File: src/sv/apint_pkg.sv
`timescale 1ns / 1ps
// ----------------------------------------------------------------------------
// apint_pkg
// Shared types, constants and the arctangent table of the pose integrator.
// ----------------------------------------------------------------------------
package apint_pkg;

  localparam int FracBits   = 20;
  localparam int AtanFrac   = 30;
  localparam int CordicIter = 30;
  localparam int SqrtIter   = 32;
  localparam int DivW       = 32 + FracBits;

  typedef enum logic [1:0] {
    ST_OK        = 2'd0,
    ST_SCALE_ERR = 2'd1,
    ST_ANGLE_ERR = 2'd2
  } status_e;

  typedef enum logic [4:0] {
    OP_NONE,
    OP_LOAD,
    OP_MUL_AD,
    OP_MUL_BC,
    OP_DET,
    OP_SQ_STEP,
    OP_DIV_INIT,
    OP_DIV_STEP,
    OP_HEIGHT,
    OP_MUL_SS,
    OP_MUL_CC,
    OP_SQ_COS,
    OP_CORDIC_INIT,
    OP_CORDIC_STEP,
    OP_ANGLE,
    OP_ACC_X,
    OP_ACC_Y,
    OP_EMIT
  } op_e;

  typedef enum logic [4:0] {
    S_IDLE, S_MAD, S_MBC, S_DET, S_SQ1, S_DIVI, S_DIV, S_HGT, S_MSS, S_MCC,
    S_SQ2I, S_SQ2, S_CRI, S_CR, S_ANG, S_ACX, S_ACY, S_EMIT
  } state_e;

  typedef struct packed {
    logic det_bad;
    logic c_big;
    logic last;
    logic out_busy;
  } stat_t;

  function automatic logic [31:0] atan_entry(input logic [4:0] idx);
    logic [31:0] v;
    case (idx)
      5'd0:  v = 32'd843314856;
      5'd1:  v = 32'd497837829;
      5'd2:  v = 32'd263043836;
      5'd3:  v = 32'd133525158;
      5'd4:  v = 32'd67021686;
      5'd5:  v = 32'd33543515;
      5'd6:  v = 32'd16775850;
      5'd7:  v = 32'd8388437;
      5'd8:  v = 32'd4194282;
      5'd9:  v = 32'd2097149;
      5'd10: v = 32'd1048575;
      5'd11: v = 32'd524287;
      5'd12: v = 32'd262143;
      5'd13: v = 32'd131071;
      5'd14: v = 32'd65535;
      5'd15: v = 32'd32767;
      5'd16: v = 32'd16383;
      5'd17: v = 32'd8191;
      5'd18: v = 32'd4095;
      5'd19: v = 32'd2047;
      5'd20: v = 32'd1023;
      5'd21: v = 32'd511;
      5'd22: v = 32'd255;
      5'd23: v = 32'd127;
      5'd24: v = 32'd63;
      5'd25: v = 32'd31;
      5'd26: v = 32'd15;
      5'd27: v = 32'd8;
      5'd28: v = 32'd4;
      5'd29: v = 32'd2;
      default: v = 32'd0;
    endcase
    return v;
  endfunction

endpackage

File: src/sv/apint_ctrl.sv
`timescale 1ns / 1ps
// ----------------------------------------------------------------------------
// apint_ctrl
// Sequencer: steps the datapath through one transform update.
// ----------------------------------------------------------------------------
module apint_ctrl import apint_pkg::*; (
  input  logic  clk_i,
  input  logic  rst_ni,
  input  logic  in_valid_i,
  output logic  in_ready_o,
  input  stat_t stat_i,
  output op_e   op_o
);

  state_e state_q, state_d;

  always_ff @(posedge clk_i or negedge rst_ni) begin
    if (!rst_ni) begin
      state_q <= S_IDLE;
    end else begin
      state_q <= state_d;
    end
  end

  always_comb begin
    state_d = state_q;
    unique case (state_q)
      S_IDLE: if (in_valid_i) state_d = S_MAD;
      S_MAD:  state_d = S_MBC;
      S_MBC:  state_d = S_DET;
      S_DET:  state_d = stat_i.det_bad ? S_EMIT : S_SQ1;
      S_SQ1:  if (stat_i.last) state_d = S_DIVI;
      S_DIVI: state_d = S_DIV;
      S_DIV:  if (stat_i.last) state_d = S_HGT;
      S_HGT:  state_d = stat_i.c_big ? S_EMIT : S_MSS;
      S_MSS:  state_d = S_MCC;
      S_MCC:  state_d = S_SQ2I;
      S_SQ2I: state_d = S_SQ2;
      S_SQ2:  if (stat_i.last) state_d = S_CRI;
      S_CRI:  state_d = S_CR;
      S_CR:   if (stat_i.last) state_d = S_ANG;
      S_ANG:  state_d = S_ACX;
      S_ACX:  state_d = S_ACY;
      S_ACY:  state_d = S_EMIT;
      S_EMIT: if (!stat_i.out_busy) state_d = S_IDLE;
      default: state_d = S_IDLE;
    endcase
  end

  always_comb begin
    op_o       = OP_NONE;
    in_ready_o = 1'b0;
    unique case (state_q)
      S_IDLE: begin
        in_ready_o = 1'b1;
        if (in_valid_i) op_o = OP_LOAD;
      end
      S_MAD:  op_o = OP_MUL_AD;
      S_MBC:  op_o = OP_MUL_BC;
      S_DET:  op_o = OP_DET;
      S_SQ1:  op_o = OP_SQ_STEP;
      S_DIVI: op_o = OP_DIV_INIT;
      S_DIV:  op_o = OP_DIV_STEP;
      S_HGT:  op_o = OP_HEIGHT;
      S_MSS:  op_o = OP_MUL_SS;
      S_MCC:  op_o = OP_MUL_CC;
      S_SQ2I: op_o = OP_SQ_COS;
      S_SQ2:  op_o = OP_SQ_STEP;
      S_CRI:  op_o = OP_CORDIC_INIT;
      S_CR:   op_o = OP_CORDIC_STEP;
      S_ANG:  op_o = OP_ANGLE;
      S_ACX:  op_o = OP_ACC_X;
      S_ACY:  op_o = OP_ACC_Y;
      S_EMIT: if (!stat_i.out_busy) op_o = OP_EMIT;
      default: op_o = OP_NONE;
    endcase
  end

endmodule

File: config.mk
export PLATFORM = sky130hd
export DESIGN_NAME = apint_ctrl
export DESIGN_NICKNAME = d
export VERILOG_FILES = /design/src/sv/apint_pkg.sv /design/src/sv/apint_ctrl.sv
export SDC_FILE = /design/constraint.sdc
export NUM_CORES = 1
export LEC_CHECK = 0
export BUFFER_PORTS_ARGS = -buffer_cell sky130_fd_sc_hd__clkbuf_2
export CORE_AREA = 2 2 39 41
export CTS_CLUSTER_SIZE = 20
export DETAILED_ROUTE_END_ITERATION = 8
export DIE_AREA = 0 0 41 43
export PLACE_DENSITY_LB_ADDON = 0.3
export SYNTH_ARGS = -nofsm -noshare
export SYNTH_HDL_FRONTEND = slang
export SYNTH_SLANG_ARGS = --single-unit
export TNS_END_PERCENT = 100
File: constraint.sdc
create_clock -name clk_i -period 1.9 [get_ports clk_i]
set_input_delay 0.095 -clock clk_i [delete_from_list [all_inputs] [get_ports clk_i]]
set_output_delay 0.095 -clock clk_i [all_outputs]
set_load 0.01 [all_outputs]
Word-level counts from Yosys, hierarchy flattened
Index checks and enable logic that the tools add are counted.

Flip-flop bits (word level): 5. Bits of input ports: 7. Word-level logic and storage cells: 40.

Eq/ne operators: 23. Muxes and demuxes: 13. Reductions and logical operators: 3.

Operator list (count): $pmux W5 S18 (1); $pmux W5 S17 (1); $mux W5 (9); $eq A5 B4 Y1 const B (8); $eq A5 B3 Y1 const B (4); $ne A2 B2 Y1 const B (6); $eq A5 B2 Y1 const B (2); $eq A5 B5 Y1 const B (2); $reduce_and A6 Y1 (1); $eq A5 B1 Y1 const B (1); $logic_not A5 Y1 (1); $mux W1 (2); $reduce_or A2 Y1 (1).

Longest topological paths before layout
Gate-level depths: netlist of the first run.

Word-level depth: 3. Depth in mapped cells: 5. Mapped depth without buffers: 4.

Worst setup path before layout of the first run
OpenSTA, ideal clock, no wires.

Kind: register to register. From: register state_q[1]. To: register state_q[0]. Library setup time: 0.082 ns. Data arrival time: 1.241 ns. Data required time: 1.818 ns. Slack: 0.577 ns. Stages on the path, launching flop included: 6. Buffers on the path: 1. Path through: dfrtp_1 > buf_6 > or3_4 > a22oi_2 > a31oi_1 > a22oi_2.

Longest elaborated chain between the ends: 3. Elaborated cells on any way between the ends: 26. Those cells by class: eq/ne: 23; mux: 1; reduce/logical: 2.

RTL lines: start: declaration (RTL line apint_ctrl.sv:15) `state_e state_q, state_d;`; start signal: assignment (RTL line apint_ctrl.sv:21) `state_q <= state_d;`; $eq A5 B3 Y1 (tied with other cells) (RTL line apint_ctrl.sv:27) `unique case (state_q)`; $ne A2 B2 Y1 (no source line); $reduce_and A6 Y1 (no source line).

Several ways; a longest one is shown, not always the timed one. A chain may end at the register's enable or synchronous reset.

Final worst setup path of the first run
From: register state_q[1]. To: output port op_o[0].

Longest elaborated chain between the ends: 3. Elaborated cells on any way between the ends: 20. Those cells by class: eq/ne: 17; mux: 1; reduce/logical: 2.

RTL lines: $eq A5 B4 Y1 or $eq A5 B3 Y1 (tied branches) (RTL line apint_ctrl.sv:53) `unique case (state_q)`; $reduce_or A2 Y1 (no source line); $pmux W5 S17 * (RTL line apint_ctrl.sv:53); end: declaration (RTL line apint_ctrl.sv:12) `output op_e op_o`.

Every way passes the cells marked *; elsewhere a longest branch is shown, timed or not.

==> results.rst, run 1 <==
.. list-table::
   :header-rows: 1

   * - Metric
     - Value
   * - Hold slack final
     - 0.199 ns
   * - Multi-input combinational cell area
     - 317 um^2
   * - Setup violations, final
     - 0
   * - Worst path setup slack after routing
     - 0.202 ns
   * - Sequential cell fraction of total power
     - 28.4%
   * - Commonest non-fill, non-tap cell in the layout
     - sky130_fd_sc_hd__clkbuf_2
   * - Vias in the first global route
     - 461
   * - Portion of total power attributed to the clock network
     - 12.4%
   * - Internal Pwr Total
     - 0.503 mW
   * - Leakage power
     - 0.260 nW
   * - Most frequent cells in the layout
     - sky130_fd_sc_hd__clkbuf_2, sky130_fd_sc_hd__nand2_1, sky130_fd_sc_hd__a21oi_1
   * - Total nets after synthesis
     - 69
   * - Total overflow reported by the global router
     - 0
   * - Delay-heaviest family, CP
     - simple AND/OR/NAND/NOR gates
   * - CORE AREA
     - 1380 um^2
   * - Flop and latch count out of synthesis
     - 5
   * - Post-route setup TNS
     - 0 ns
   * - Part of the power in combinational logic
     - 59.2%
   * - Antenna diode count
     - 0
   * - Cell with the largest stage delay on the worst path
     - sky130_fd_sc_hd__dfrtp_1
   * - Switching power total
     - 0.450 mW
   * - Clock buffer count from CTS
     - 3
   * - Initial Util
     - 35.0%
   * - Vias
     - 500
   * - CTS tree
     - done
   * - Num rows
     - 14
   * - Fin crit share
     - 89.4%
   * - Cells along the critical path
     - nor3_1 -> nand2_1 -> o32ai_1 -> clkbuf_2
   * - Number of clock sinks
     - 5
   * - Worst r2r path cells
     - 4
   * - Worst-path clk slew
     - 0.04 ns
   * - Number of primary I/O pins
     - 13
   * - Portion of the post-synthesis area used by sequential elements
     - 25.8%
   * - DR WL/cell
     - 12.0 um
   * - Largest incremental delay on the critical path
     - 0.51 ns
   * - Final Max Slew Viols
     - 0
   * - DRT antenna net count
     - 0
   * - Finished Layout Cells
     - 91
   * - First-pass GRT wire length
     - 1960 um
   * - Vias per Instance
     - 5.49
   * - Cell area after layout
     - 581 um^2
   * - Critical path peak fanout
     - 11
   * - Largest register FFs
     - 5
   * - Hpwl dp
     - 812 um
   * - Number of standard cells after synthesis
     - 62
   * - Switching Share
     - 47.3%
   * - Total power of the final layout
     - 0.953 mW
   * - Initial antenna violation count
     - 0
   * - Cell area after synthesis
     - 484 um^2
   * - FF-to-FF End
     - state_q[0]
   * - Clock latency at the later pin of the worst-skew pair
     - 0.24 ns
   * - Total of buffers placed on input and output ports
     - 12
   * - Max Cap Violations
     - 0
   * - Cell count after placement
     - 86
   * - Crit path DAT
     - 1.60 ns
   * - Worst reg2reg setup slack
     - 0.40 ns
   * - Initial DRT Pass Iterations
     - 4
   * - Type of the setup path with the least slack
     - reg -> out
   * - Area grow syn2layout
     - 19.9%
   * - Routability Congestion
     - 0.696
   * - Post-synth cell types
     - 28
   * - Area after DPL
     - 544 um^2
   * - # nets final
     - 83
   * - Maximum number of pins on one net before global-route repair
     - 15
   * - Number of remaining DRC errors
     - 0
   * - Number of hold violations in the final report
     - 0
   * - Fraction of final layout cells with drive strength greater than 1
     - 30.7%
   * - Peak supply drop
     - 0.000695 V
   * - Die extent in y
     - 43 um
   * - Syn. warnings
     - 0
   * - CTS H-Tree Depth
     - 1
   * - Iteration-0 DRC count of the detailed router
     - 12
   * - Startpoint type of the worst setup path
     - flip-flop
   * - Clk_skew
     - 0.000545 ns
   * - Top register by number of flip-flops
     - state_q
   * - Slew at the pin with the worst max-slew slack
     - 0.383 ns
   * - Overall track demand over capacity in global routing
     - 16.4%
   * - Largest registers
     - state_q (5)
   * - Area enclosed by the die boundary
     - 1760 um^2
   * - Worst Setup Slack post-DPL
     - 0.405 ns
   * - Reg-to-Reg Start
     - state_q[3]
   * - Endpoint class of the critical path
     - output port
   * - CTS Buffer Depth
     - 2
   * - Run status
     - completed
   * - Clock root buffer
     - sky130_fd_sc_hd__clkbuf_4
   * - Mean instance size in the synthesized netlist
     - 7.81 um^2
   * - Drt total wl
     - 1090 um
   * - Min cycle time layout
     - 1.70 ns
   * - Path class of the lowest-slack min-delay path
     - in -> async
   * - Power per unit of standard cell area
     - 1640 nW/um^2
   * - Post-Route Utilization
     - 42.0%
   * - Max Clock Freq
     - 589 MHz
   * - Worst path buffer plus inverter count
     - 1
   * - Slew Limit Headroom
     - 74.5%
   * - Register Area
     - 125 um^2
   * - Filler cells
     - 152
   * - Die span in x
     - 41 um
   * - Required arrival time at the worst endpoint
     - 1.80 ns
   * - # resized after CTS
     - 0
   * - Setup repair after global routing missed its margin
     - no
worst register-to-register path, delay by kind of cell (launching register included):
family	cells	cell delay, ns
flip-flops	1	0.56
AND/OR/NAND/NOR	1	0.39
AO/OA/AOI/OAI	3	0.42
routing by layer:
metal / up-vias / GRT usage (%) / routed length (um)
li1: 257 / - / -
met1: 231 / 21.1 / 475
met2: 12 / 24.1 / 552
met3: 0 / 6.28 / 61
met4: 0 / 6.00 / 0
met5: - / 0 / 0
power by group through the flow:
stage	logic [mW]	registers, mW	clock network, mW
5_1_grt	0.639	0.286	0.136
6_report	0.565	0.270	0.118
4_1_cts	0.573	0.271	0.123
3_5_place_dp	0.567	0.272	0
2_1_floorplan	0.519	0.185	0
3_3_place_gp	0.566	0.273	0
repair_timing:
action | 4_1_cts | 5_1_grt
hold buffers | 1 | 0
endpoints found under the hold margin | 5 | 0
setup buffers | 0 | 0
cell families after synthesis:
kind of cell | Yosys count | share of synthesized area (%)
simple gates | 26 | 28.9
compound gates | 20 | 30.5
buf+inv | 8 | 8.79
flops | 5 | 25.8
xor+xnor | 2 | 3.62
mux | 1 | 2.33
worst max path at each step:
stage	to	cells past startpoint	startpoint	slack, ns
after floorplan	state_q[0]	5	state_q[1]	0.58
after global placement	op_o[0]	4	state_q[1]	0.43
after detailed placement	state_q[0]	4	state_q[3]	0.40
after CTS	op_o[0]	4	state_q[1]	0.19
after global routing	op_o[0]	4	state_q[1]	0.01
final	op_o[0]	4	state_q[1]	0.20
cells in the mapped netlist:
library cell               number  area [um^2]
sky130_fd_sc_hd__a21o_1         2         15.0
sky130_fd_sc_hd__a21oi_1        8         40.0
sky130_fd_sc_hd__a22o_1         1         8.76
sky130_fd_sc_hd__a22oi_2        2         25.0
sky130_fd_sc_hd__a31oi_1        1         6.26
sky130_fd_sc_hd__buf_1          1         3.75
sky130_fd_sc_hd__buf_2          4         20.0
sky130_fd_sc_hd__buf_6          1         11.3
sky130_fd_sc_hd__dfrtp_1        5          125
sky130_fd_sc_hd__inv_1          2         7.51
sky130_fd_sc_hd__mux2_2         1         11.3
sky130_fd_sc_hd__nand2_1        8         30.0
sky130_fd_sc_hd__nand2b_1       1         6.26
sky130_fd_sc_hd__nand3_1        3         15.0
sky130_fd_sc_hd__nand4_1        1         6.26
sky130_fd_sc_hd__nor2_1         5         18.8
sky130_fd_sc_hd__nor3_1         4         20.0
sky130_fd_sc_hd__nor3b_1        1         7.51
sky130_fd_sc_hd__nor4b_1        1         8.76
sky130_fd_sc_hd__nor4bb_2       1         16.3
sky130_fd_sc_hd__o21ai_0        1         5.00
sky130_fd_sc_hd__o22ai_1        1         6.26
sky130_fd_sc_hd__o31ai_1        1         7.51
sky130_fd_sc_hd__o32ai_1        1         8.76
sky130_fd_sc_hd__o41ai_1        1         8.76
sky130_fd_sc_hd__o41ai_2        1         16.3
sky130_fd_sc_hd__or3_4          1         11.3
sky130_fd_sc_hd__xor2_1         2         17.5
layout make-up:
| class | instances | share of cell area (%) |
|---|---|---|
| clock buffer | 4 | 4.53 |
| inverter | 2 | 1.29 |
| multi-input combinational | 49 | 54.5 |
| sequential | 5 | 21.6 |
| tap | 16 | 3.45 |
| timing repair buffer | 15 | 14.7 |
No activity file was read; power rests on OpenSTA's default activity.
==> run 2: changes to the inputs <==
--- a/config.mk
+++ b/config.mk
@@ -5,7 +5,8 @@
 export SDC_FILE = /design/constraint.sdc
 export NUM_CORES = 1
 export LEC_CHECK = 0
-export BUFFER_PORTS_ARGS = -buffer_cell sky130_fd_sc_hd__clkbuf_2
+export BUFFER_PORTS_ARGS = -buffer_cell sky130_fd_sc_hd__buf_2
+export CAP_MARGIN = 30
 export CORE_AREA = 2 2 39 41
 export CTS_CLUSTER_SIZE = 20
 export DETAILED_ROUTE_END_ITERATION = 8
==> run 2 against run 1 <==
Net effect: via count rose by 1.8%; sequential power rose by 3%; clock skew barely moved; fmax fell by 0.99%; core utilization did not move; routed wire length rose by 2.7%; critical path type unchanged; largest cell class unchanged.
==> results.rst, run 2 (synthesized netlist as in run 1, its figures left out) <==
.. list-table::
   :header-rows: 1

   * - Metric
     - Value
   * - Run status
     - completed
   * - CTS H-Tree Depth
     - 1
   * - Clock root buffer
     - sky130_fd_sc_hd__clkbuf_4
   * - Fraction of final layout cells with drive strength greater than 1
     - 30.7%
   * - Initial antenna violation count
     - 0
   * - Setup repair after global routing missed its margin
     - no
   * - Die extent in y
     - 43 um
   * - Iteration-0 DRC count of the detailed router
     - 10
   * - Number of primary I/O pins
     - 13
   * - Finished Layout Cells
     - 91
   * - CORE AREA
     - 1380 um^2
   * - Number of hold violations in the final report
     - 0
   * - Total overflow reported by the global router
     - 0
   * - Endpoint class of the critical path
     - output port
   * - Top register by number of flip-flops
     - state_q
   * - Vias in the first global route
     - 448
   * - Initial DRT Pass Iterations
     - 4
   * - DRT antenna net count
     - 0
   * - Required arrival time at the worst endpoint
     - 1.80 ns
   * - Vias per Instance
     - 5.59
   * - Fin crit share
     - 90.3%
   * - Slew Limit Headroom
     - 71.8%
   * - Cell count after placement
     - 86
   * - Hpwl dp
     - 853 um
   * - Total of buffers placed on input and output ports
     - 12
   * - Delay-heaviest family, CP
     - simple AND/OR/NAND/NOR gates
   * - Worst path buffer plus inverter count
     - 1
   * - Largest incremental delay on the critical path
     - 0.52 ns
   * - Leakage power
     - 0.262 nW
   * - Hold bufs inserted after CTS
     - 1
   * - Setup violations, final
     - 0
   * - Instance count on the critical path
     - 4
   * - Peak supply drop
     - 0.000820 V
   * - Worst r2r path cells
     - 4
   * - First-pass GRT wire length
     - 1860 um
   * - Filler cells
     - 153
   * - # resized after CTS
     - 0
   * - Drt total wl
     - 1120 um
   * - Worst reg2reg setup slack
     - 0.36 ns
   * - CTS Buffer Depth
     - 2
   * - Total power of the final layout
     - 0.958 mW
   * - Multi-input combinational cell area
     - 317 um^2
   * - Area grow syn2layout
     - 19.9%
   * - Post-route setup TNS
     - 0 ns
   * - Antenna diode count
     - 0
   * - Overall track demand over capacity in global routing
     - 15.8%
   * - Cell area after layout
     - 581 um^2
   * - Cells along the critical path
     - nor3_1 -> nand2_1 -> o32ai_1 -> buf_2
   * - Die span in x
     - 41 um
   * - Area after DPL
     - 544 um^2
   * - Number of clock sinks
     - 5
   * - CTS tree
     - done
   * - Routability Congestion
     - 0.692
   * - Number of remaining DRC errors
     - 0
   * - Register Area
     - 125 um^2
   * - Clock buffer count from CTS
     - 3
   * - Maximum number of pins on one net before global-route repair
     - 15
   * - Path class of the lowest-slack min-delay path
     - in -> async
   * - Largest register FFs
     - 5
   * - Largest registers
     - state_q (5)
   * - Slew at the pin with the worst max-slew slack
     - 0.423 ns
   * - Worst Setup Slack post-DPL
     - 0.380 ns
   * - Setup fix buffers added after clock tree synthesis
     - 0
   * - Commonest non-fill, non-tap cell in the layout
     - sky130_fd_sc_hd__buf_2
   * - Final Max Slew Viols
     - 0
   * - Type of the setup path with the least slack
     - reg -> out
   * - DR WL/cell
     - 12.3 um
   * - Cell with the largest stage delay on the worst path
     - sky130_fd_sc_hd__dfrtp_1
   * - Area enclosed by the die boundary
     - 1760 um^2
   * - Critical path peak fanout
     - 13
   * - Startpoint type of the worst setup path
     - flip-flop
   * - Most frequent cells in the layout
     - sky130_fd_sc_hd__buf_2, sky130_fd_sc_hd__nand2_1, sky130_fd_sc_hd__a21oi_1
   * - Clk_skew
     - 0.000240 ns
   * - Num rows
     - 14
   * - # nets final
     - 83
   * - Power per unit of standard cell area
     - 1650 nW/um^2
   * - Max Cap Violations
     - 0
   * - Max Clock Freq
     - 583 MHz
   * - Clock latency at the later pin of the worst-skew pair
     - 0.24 ns
   * - Crit path DAT
     - 1.62 ns
   * - Min cycle time layout
     - 1.72 ns
   * - Initial Util
     - 35.0%
   * - Worst-path clk slew
     - 0.04 ns
   * - Worst path setup slack after routing
     - 0.185 ns
   * - Vias
     - 509
[run 2: final cells by class]
type	count	share of cell area [%]
multi-input cells	49	54.5
repair buffers	15	14.7
flip-flops and latches	5	21.6
clock buffers	4	4.53
inverters	2	1.29
well taps	16	3.45
[run 2: per-layer routing]
metal	up-vias	track usage, %	share of wire, %
met5	-	0	0
met4	0	8.00	0.72
met3	2	6.28	5.4
met2	11	23.1	50
met1	239	19.2	44
li1	257	-	-
[run 2: power breakdown]
part | total [mW] | switching, mW | internal (mW) | leakage, nW
Combinational | 0.557 | 0.281 | 0.276 | 0.183
Clock | 0.124 | 0.0446 | 0.0795 | 0.0150
Sequential | 0.278 | 0.129 | 0.148 | 0.0640
Total | 0.958 | 0.455 | 0.504 | 0.262
[run 2: path summary, 6_finish.rpt]
check / start / endpoint
max: state_q[2] / op_o[0]
min: rst_ni / state_q[2]
max reg2reg: state_q[3] / state_q[0]
min reg2reg: state_q[0] / state_q[2]
max in group asynchronous: rst_ni / state_q[1]
min in group clk_i: stat_i[2] / state_q[3]
[run 2: through the flow]
step | util (%) | hold slack, ns
after global placement | 39.3 | -0.0856
after detailed placement | 39.3 | -0.0875
final | 42.0 | 0.194
after CTS | 42.0 | 0.190
after global routing | 42.0 | 0.208
after floorplan | - | -0.201
==> run 3: changes to the inputs <==
--- a/config.mk
+++ b/config.mk
@@ -12,6 +12,7 @@
 export DETAILED_ROUTE_END_ITERATION = 8
 export DIE_AREA = 0 0 41 43
 export PLACE_DENSITY_LB_ADDON = 0.3
+export SETUP_SLACK_MARGIN = 0.2
 export SYNTH_ARGS = -nofsm -noshare
 export SYNTH_HDL_FRONTEND = slang
 export SYNTH_SLANG_ARGS = --single-unit
==> run 3 against run 2 <==
Net effect: total power grew 3.8%; register-to-register slack gained 0.06 ns; sequential power grew 7.9%; via count grew 0.98%; combinational power grew 2%; global-route usage is the same; clock-buffer cell count is the same; hold slack lost 0.0038 ns; highest routed layer unchanged; sequential share of layout area grew 0.25 points; fmax grew 7.5%; routed wire length grew 2.2%.
==> results.rst, run 3 (synthesized netlist as in run 1, its figures left out) <==
.. list-table::
   :header-rows: 1

   * - Metric
     - Value
   * - Leakage power
     - 0.260 nW
   * - Routability Congestion
     - 0.692
   * - CTS Buffer Depth
     - 2
   * - Setup violations, final
     - 0
   * - FF-to-FF End
     - state_q[0]
   * - Number of remaining DRC errors
     - 0
   * - Slew Limit Headroom
     - 75.2%
   * - Fin crit share
     - 83.9%
   * - Number of primary I/O pins
     - 13
   * - Critical Path End
     - op_o[0]
   * - Worst reg2reg setup slack
     - 0.42 ns
   * - First-pass GRT wire length
     - 1860 um
   * - Commonest non-fill, non-tap cell in the layout
     - sky130_fd_sc_hd__buf_2
   * - Clock buffer count from CTS
     - 3
   * - Top register by number of flip-flops
     - state_q
   * - Total of buffers placed on input and output ports
     - 12
   * - Run status
     - completed
   * - Number of hold violations in the final report
     - 0
   * - Cell with the largest stage delay on the worst path
     - sky130_fd_sc_hd__dfrtp_2
   * - Antenna diode count
     - 0
   * - Endpoint class of the critical path
     - output port
   * - Peak supply drop
     - 0.000843 V
   * - Cell count after placement
     - 86
   * - Die span in x
     - 41 um
   * - Clk_skew
     - 0.000773 ns
   * - Initial Util
     - 35.0%
   * - Clock latency at the later pin of the worst-skew pair
     - 0.24 ns
   * - Instance count on the critical path
     - 5
   * - Iteration-0 DRC count of the detailed router
     - 11
   * - Filler cells
     - 151
   * - Die extent in y
     - 43 um
   * - Overall track demand over capacity in global routing
     - 15.8%
   * - Worst-path clk slew
     - 0.04 ns
   * - Path class of the lowest-slack min-delay path
     - in -> async
   * - Hpwl dp
     - 853 um
   * - Fraction of final layout cells with drive strength greater than 1
     - 37.3%
   * - Max Clock Freq
     - 627 MHz
   * - Setup repair after global routing missed its margin
     - no
   * - Largest register FFs
     - 5
   * - Largest incremental delay on the critical path
     - 0.46 ns
   * - Crit path DAT
     - 1.50 ns
   * - Initial antenna violation count
     - 0
   * - Drt total wl
     - 1140 um
   * - Worst r2r path cells
     - 4
   * - DR WL/cell
     - 12.6 um
   * - CTS H-Tree Depth
     - 1
   * - Finished Layout Cells
     - 91
   * - Largest registers
     - state_q (5)
   * - Worst path buffer plus inverter count
     - 2
   * - Slew at the pin with the worst max-slew slack
     - 0.372 ns
   * - Max Cap Violations
     - 0
   * - Most repeated library cell on the critical path
     - sky130_fd_sc_hd__a21oi_1
   * - DRT antenna net count
     - 0
   * - Maximum number of pins on one net before global-route repair
     - 15
   * - Area enclosed by the die boundary
     - 1760 um^2
   * - Area grow syn2layout
     - 23.3%
   * - Startpoint type of the worst setup path
     - flip-flop
   * - Vias in the first global route
     - 448
   * - # nets final
     - 83
   * - Most frequent cells in the layout
     - sky130_fd_sc_hd__buf_2, sky130_fd_sc_hd__nand2_1, sky130_fd_sc_hd__a21oi_1
   * - Type of the setup path with the least slack
     - reg -> out
   * - Initial DRT Pass Iterations
     - 4
   * - Setup fix buffers added after clock tree synthesis
     - 0
   * - Cells along the critical path
     - buf_4 -> a21oi_1 -> a21oi_1 -> o32ai_1 -> buf_2
   * - Critical path peak fanout
     - 9
   * - Clock root buffer
     - sky130_fd_sc_hd__clkbuf_4
   * - Delay-heaviest family, CP
     - flip-flops
   * - Min cycle time layout
     - 1.60 ns
   * - Required arrival time at the worst endpoint
     - 1.80 ns
   * - Post-route setup TNS
     - 0 ns
   * - Power per unit of standard cell area
     - 1670 nW/um^2
   * - Final Max Slew Viols
     - 0
   * - Number of clock sinks
     - 5
   * - CTS tree
     - done
   * - Vias
     - 514
   * - CORE AREA
     - 1380 um^2
   * - Total overflow reported by the global router
     - 0
   * - Vias per Instance
     - 5.65
   * - Critical Path Start
     - state_q[0]
   * - Num rows
     - 14
   * - Reg-to-Reg Start
     - state_q[4]
[run 3: cell counts in the layout (fill, tap and decap cells not counted)]
Identical to the previous run, type by type.
[run 3: layout make-up]
| cell class | count | area [um^2] | area share, % |
|---|---|---|---|
| clock buffer | 4 | 26.3 | 4.40 |
| inverter | 2 | 7.51 | 1.26 |
| multi-input combinational | 49 | 328 | 54.9 |
| sequential | 5 | 130 | 21.8 |
| tap | 16 | 20.0 | 3.35 |
| timing repair buffer | 15 | 85.1 | 14.3 |
[run 3: layer usage]
layer | vias to the layer above | GRT usage, % | part of all wire, %
met1 | 240 | 19.2 | 45
met4 | 0 | 8.00 | 0.70
met3 | 2 | 6.28 | 5.5
met5 | - | 0 | 0
li1 | 259 | - | -
met2 | 13 | 23.1 | 48
[run 3: repair_timing]
| action | CTS | global route |
|---|---|---|
| hold buffers | 1 | 0 |
| cloned | 0 | 0 |
| hold endpoints to repair | 5 | 0 |
| resized for setup | 1 | 5 |
| endpoints found under the setup margin | 1 | 2 |
[run 3: worst min-delay path by stage]
stage,from,end,slack (ns),cells past startpoint
floorplan,rst_ni,state_q[0],-0.20,0
global placement,rst_ni,state_q[4],-0.09,1
detailed placement,rst_ni,state_q[2],-0.09,1
CTS,rst_ni,state_q[0],0.19,2
global route,rst_ni,state_q[1],0.20,2
finish,rst_ni,state_q[4],0.19,2
[run 3: per-stage QoR]
step | hold WS (ns) | instance area, um^2 | power, mW | worst slack (ns) | utilization, %
3_3_place_gp | -0.0856 | 544 | 0.833 | 0.458 | 39.3
6_report | 0.190 | 597 | 0.995 | 0.305 | 43.1
3_5_place_dp | -0.0875 | 544 | 0.838 | 0.380 | 39.3
4_1_cts | 0.190 | 586 | 0.975 | 0.273 | 42.3
5_1_grt | 0.202 | 597 | 1.09 | 0.203 | 43.1
2_1_floorplan | -0.201 | 484 | 0.704 | 0.577 | -
[run 3: power breakdown]
| part | total [mW] | switching (mW) | internal [mW] |
|---|---|---|---|
| registers | 0.300 | 0.144 | 0.156 |
| logic | 0.570 | 0.281 | 0.289 |
| clock network | 0.124 | 0.0450 | 0.0795 |
| total | 0.995 | 0.470 | 0.525 |
